[src/hdl/pffl_pkg.sv]
`default_nettype none
// ----------------------------------------------------------------------------
// pffl_pkg - page frame free list shared types and codes
// Request codes, saturation limits and the control/status bundles between
// the controller and the datapath.
// ----------------------------------------------------------------------------
package pffl_pkg;

	localparam logic [1:0] REQ_ADD   = 2'd0;
	localparam logic [1:0] REQ_ALLOC = 2'd1;
	localparam logic [1:0] REQ_FREE  = 2'd2;

	localparam logic [2:0] KIND_USABLE = 3'd0;

	localparam logic [16:0] FREE_MAX  = 17'h1FFFF;
	localparam logic [23:0] TOTAL_MAX = 24'hFFFFFF;

	typedef struct packed {
		logic load;    // item accepted, capture fields
		logic step;    // append one region page
		logic finish;  // complete item, register result
	} cmd_t;

	typedef struct packed {
		logic walk_done;
	} status_t;

endpackage
`default_nettype wire

[src/hdl/pffl_ctrl.sv]
`default_nettype none
// ----------------------------------------------------------------------------
// pffl_ctrl - page frame free list controller
// Sequences accept, region walk and completion; drives busy and done.
// ----------------------------------------------------------------------------
module pffl_ctrl (
	input  wire logic             clk,
	input  wire logic             arst_n,
	input  wire logic             start,
	input  wire logic [1:0]       req_type,
	input  wire pffl_pkg::status_t status,
	output pffl_pkg::cmd_t        cmd,
	output logic                  busy,
	output logic                  done
);

	localparam logic [1:0] ST_IDLE = 2'd0;
	localparam logic [1:0] ST_WALK = 2'd1;
	localparam logic [1:0] ST_EXEC = 2'd2;

	logic [1:0] state_q;
	logic [1:0] state_d;
	logic       done_q;

	assign busy = (state_q != ST_IDLE);
	assign done = done_q;

	always_comb begin
		state_d    = state_q;
		cmd.load   = 1'b0;
		cmd.step   = 1'b0;
		cmd.finish = 1'b0;
		unique case (state_q)
			ST_IDLE: begin
				if (start) begin
					cmd.load = 1'b1;
					state_d  = (req_type == pffl_pkg::REQ_ADD) ? ST_WALK : ST_EXEC;
				end
			end
			ST_WALK: begin
				if (status.walk_done) begin
					cmd.finish = 1'b1;
					state_d    = ST_IDLE;
				end else begin
					cmd.step = 1'b1;
				end
			end
			ST_EXEC: begin
				cmd.finish = 1'b1;
				state_d    = ST_IDLE;
			end
			default: begin
				state_d = ST_IDLE;
			end
		endcase
	end

	always_ff @(posedge clk or negedge arst_n) begin
		if (!arst_n) begin
			state_q <= ST_IDLE;
			done_q  <= 1'b0;
		end else begin
			state_q <= state_d;
			done_q  <= cmd.finish;
		end
	end

	a_done_idle: assert property (@(posedge clk) disable iff (!arst_n)
		done |-> !busy) else $error("result strobe while busy");

	a_accept_busy: assert property (@(posedge clk) disable iff (!arst_n)
		(start && !busy) |=> busy) else $error("accepted item did not raise busy");

endmodule
`default_nettype wire

[config.mk]
export PLATFORM = sky130hd
export DESIGN_NAME = pffl_ctrl
export DESIGN_NICKNAME = d
export VERILOG_FILES = /design/src/hdl/pffl_pkg.sv /design/src/hdl/pffl_ctrl.sv
export SDC_FILE = /design/constraint.sdc
export NUM_CORES = 1
export LEC_CHECK = 0
export BUFFER_PORTS_ARGS = -buffer_cell sky130_fd_sc_hd__buf_2
export CORE_AREA = 2 2 39 41
export DETAILED_ROUTE_END_ITERATION = 7
export DIE_AREA = 0 0 41 43
export GPL_TIMING_DRIVEN = 0
export PLACE_DENSITY_LB_ADDON = 0.25
export SLEW_MARGIN = 20
export SYNTH_ARGS = -nofsm -noshare
export SYNTH_HDL_FRONTEND = slang
export SYNTH_SLANG_ARGS = --single-unit
[constraint.sdc]
create_clock -name clk -period 1.65 [get_ports clk]
set_input_delay 0.0825 -clock clk [delete_from_list [all_inputs] [get_ports clk]]
set_output_delay 0.0825 -clock clk [all_outputs]
set_load 0.01 [all_outputs]
# --- Yosys cells after proc, flatten, opt, wreduce, memory -nomap -nowiden ---
# Cells that the tools add are included.
word_totals:
  n_memories: 0
  wordCells: 20
  latch_bits: 0
  reg_bits: 3
  mem_bits_rw: 0
  out_inout_bits: 5
  romBits: 0
  input_bits: 6
op_classes:
  bitwise_logic: 0
  multipliers: 0
  reduce_logical: 4
  magnitude_cmp: 0
  addsub: 0
  mux: 10
  n_eq_ne: 4
  div: 0
  n_shift: 0
op_table:
  columns: ["operator", "count"]
  rows:
  - ["$mux W2", 3]
  - ["$mux W1", 5]
  - ["$logic_not A2 Y1", 2]
  - ["$ne A2 B2 Y1 const B", 2]
  - ["$pmux W2 S2", 1]
  - ["$eq A2 B1 Y1 const B", 1]
  - ["$eq A2 B2 Y1 const B", 1]
  - ["$pmux W1 S2", 1]
  - ["$reduce_and A2 Y1", 1]
  - ["$reduce_bool A2 Y1", 1]

# --- Longest topological paths before layout ---
logic_depth:
  depth_word: 4
  depth_mapped: 5

# --- Worst setup path after synthesis ---
# Ideal clock, no wire load.
synth_timing:
  path_type: "register -> register"
  start: "register state_q[0]"
  end: "register state_q[0]"
  stages_incl_launch_ff: 6
  period_less_slack_ns: 1.105
  slack_ns: 0.545
  t_arrival_ns: 1.010
  path_buffers: 0
  cell_sequence: "dfrtp_1 inv_1 ha_1 and2_2 nand2b_4 o31ai_1"
synth_between:
  elab_chain_cells: 3
synth_rtl:
  columns: ["element", "line_no", "rtl"]
  rows:
  - ["from (decl)", "pffl_ctrl.sv:21", "logic [1:0] state_q;"]
  - ["from (signal assigned)", "pffl_ctrl.sv:63", "state_q <= state_d;"]
  - ["$eq A2 B1 Y1 / $logic_not A2 Y1 (equally long branches)", "pffl_ctrl.sv:33", "unique case (state_q)"]
  - ["$ne A2 B2 Y1 (no line)", null, null]
  - ["$reduce_and A2 Y1 (no line)", null, null]
# Several ways; a longest one is shown, not always the timed one.
# A chain may end at the register's enable or synchronous reset.

==> results.md <==
- FF-to-FF End: state_q[1]
- Chip Height: between 40 and 50 um
- Number of global-route vias before repair: 167
- R2R Setup Slk: 440 ps
- Crit-path leading delay family: flip-flops
- Status: finished, final reports clean
- Crit-path cells: inv_1 > ha_1 > nor2b_1 > buf_2
- Area added between synthesis and finish: 52.5%
- Crit-path max FO: 3
- Path category of the worst min-delay check: primary input to flip-flop
- Die area: 0.00176 sq mm
- RSZ-0062 raised after global routing: false
- Iteration-0 DRC count of the detailed router: 4
- Cells on Worst Hold Path: 2
- Leak Pwr: 0.158 nW
- Final Power: 0.363 mW
- Largest net degree at the start of global routing: 5
- Clk root buf: clkbuf_4
- Worst-Skew Late Latency: 230 ps
- Die width: 41 um
- Crit path capture type: primary output
- Period utilization: 79.8%
- Inserted Clock Buffers: 3
- Worst Tran Pin Value: 181 ps
- Antenna-violating nets left: 0
- Final count of pins violating max slew: 0
- CP Class: flip-flop to primary output
- Hold buffer count at CTS: 1
- Post_cts resized: 0
- Max Cap Violations: 0
- Final wirelength: between 400 and 500 um
- Netlist cell types: 11
- Endpoint with the worst hold slack: state_q[0]
- Vias per cell: 3.84
- Slowest cell on crit path: dfrtp_1
- Syn Area/Cell: 10.1 sq um
- Core Region: 0.00138 sq mm
- Crit path buf inv count: 2
- Area after DPL: ~270 sq um
- Final Setup Violations: 0
- PortBufs: 10
- Syn Nets: 29
- Initial core utilization: approximately 15%
- Synth Warn #: 0
- Worst clock skew: 1.51 ps
- CTS tree: built
- Gp weighted congestion: a little under 0.6
- Nets: 45
- WP data required: 1570 ps
- Mapped cell area: 203 sq um
- First-pass GRT wire length: 614 um
- Setup_tns: 0 ps
- Vias post-DR: 196
- Pre-antenna DRT Iters: 4
- PwrDens: 1170 mW/mm^2
- Clock slew at the register clock pins of the worst setup and hold paths: 40 ps
- Row cnt: 14
- Post-route cell area: 309 sq um
- Drt drc: 0
- CP peak stage delay: 360 ps
- Gr usage total: under 10%
- Slew headroom: around 88%
- Hold Startpoint: req_type[0]
- Io pins: 11
- FF-to-FF Start: state_q[0]
- Diodes inserted: 0
- Sink Count: 3
- Number of register bits inferred by synthesis: 3
- Startpoint types: flip-flop
- Worst ir drop on vdd: ~0.39 mV
- CTS H-tree depth: 1
- Final Hold Fails: 0
- GRT overflow: 0
- Cells after Synth: 20
- Sequential share of the synthesized area: 37.0%
- Initial antenna violation count: 0
- Post-DR wirelength/cell: ~8.3 um
- Layout cells sized above 1: 45.7%
- Fin util: about 22%
- Post-CTS setup buffers: 0
- Clk buf depth: 2
- Fillers: 147
- Crit path DAT: approximately 1200 ps
- Final Critical Period: about 1300 ps
- Worst r2r path cells: 5
- Max Freq: between 700 and 800 MHz
-- synth_stat cells --
| cell type | instances | area, sq um |
|---|---|---|
| dfrtp_1 | 3 | 75.1 |
| ha_1 | 3 | 37.5 |
| inv_1 | 3 | 11.3 |
| o21ai_0 | 3 | 15.0 |
| nor2b_1 | 2 | 12.5 |
| a21oi_1 | 1 | 5.00 |
| and2_2 | 1 | 7.51 |
| nand2b_4 | 1 | 13.8 |
| nor2_1 | 1 | 3.75 |
| nor2b_4 | 1 | 13.8 |
| o31ai_1 | 1 | 7.51 |
-- power by group --
group	internal, mW	switching (mW)	total, mW
clock	0.0906	0.0377	0.128
combinational	0.0638	0.0703	0.134
sequential	0.0908	0.00944	0.100
total	0.245	0.117	0.363
-- state kept, by name, indices dropped and copies added, names as in the netlist --
register and flops:
state_q 2, done 1
-- logic make-up after synthesis --
kind of cell | count (synthesis) | share of synthesized area [%]
and+or+nand+nor | 6 | 25.3
AOI/OAI and AO/OA | 5 | 13.6
buffers and inverters | 3 | 5.56
adders and majority gates | 3 | 18.5
DFF | 3 | 37.0
-- how the worst max path moves through the flow --
stage	from	end	slack [ps]	cells after the start
floorplan	state_q[0]	state_q[0]	540	5
global placement	state_q[0]	state_q[1]	480	5
detailed placement	state_q[0]	state_q[1]	450	5
CTS	state_q[0]	cmd[0]	300	4
global route	state_q[0]	cmd[0]	210	4
finish	state_q[1]	cmd[0]	330	4
-- final cells by class --
cell class / instances / area [sq um] / share of cell area [%]
clock buffer: 4 / 26.3 / 8.50
tap: 16 / 20.0 / 6.48
sequential: 3 / 75.1 / 24.3
multi-input combinational: 14 / 116 / 37.7
inverter: 3 / 11.3 / 3.64
timing repair buffer: 11 / 60.1 / 19.4
-- metal layers --
metal	vias to the layer above	global-route usage (%)	routed length (um)
met1	82	7.12	168
met5	-	0	0
met4	0	10.0	23
li1	93	-	-
met2	17	6.25	150
met3	4	1.57	81
-- through the flow --
| step | std cells | hold WS, ps | setup slack, ps |
|---|---|---|---|
| 2_1_floorplan | 20 | -213 | 545 |
| 3_3_place_gp | 46 | -116 | 484 |
| 3_5_place_dp | 46 | -119 | 453 |
| 4_1_cts | 51 | 31.5 | 300 |
| 5_1_grt | 51 | 40.7 | 213 |
| 6_report | 51 | 41.5 | 334 |
-- layout by cell type, fill, tap and decap left out, drive strengths merged --
cell / count
a21oi: 1
buf: 10
ha: 3
clkbuf: 4
o21ai: 3
nor2b: 3
nand2b: 1
dfrtp: 3
and2: 1
nor2: 1
dlygate4sd3: 1
inv: 3
o31ai: 1
-- worst reg2reg max path: stages, from the launching register on --
cell and delay, ps:
dfrtp_1 350, inv_1 70, ha_1 220, nor2b_1 150
o21ai_0 160, o21ai_0 120
Power figures use the tool's default switching activity.
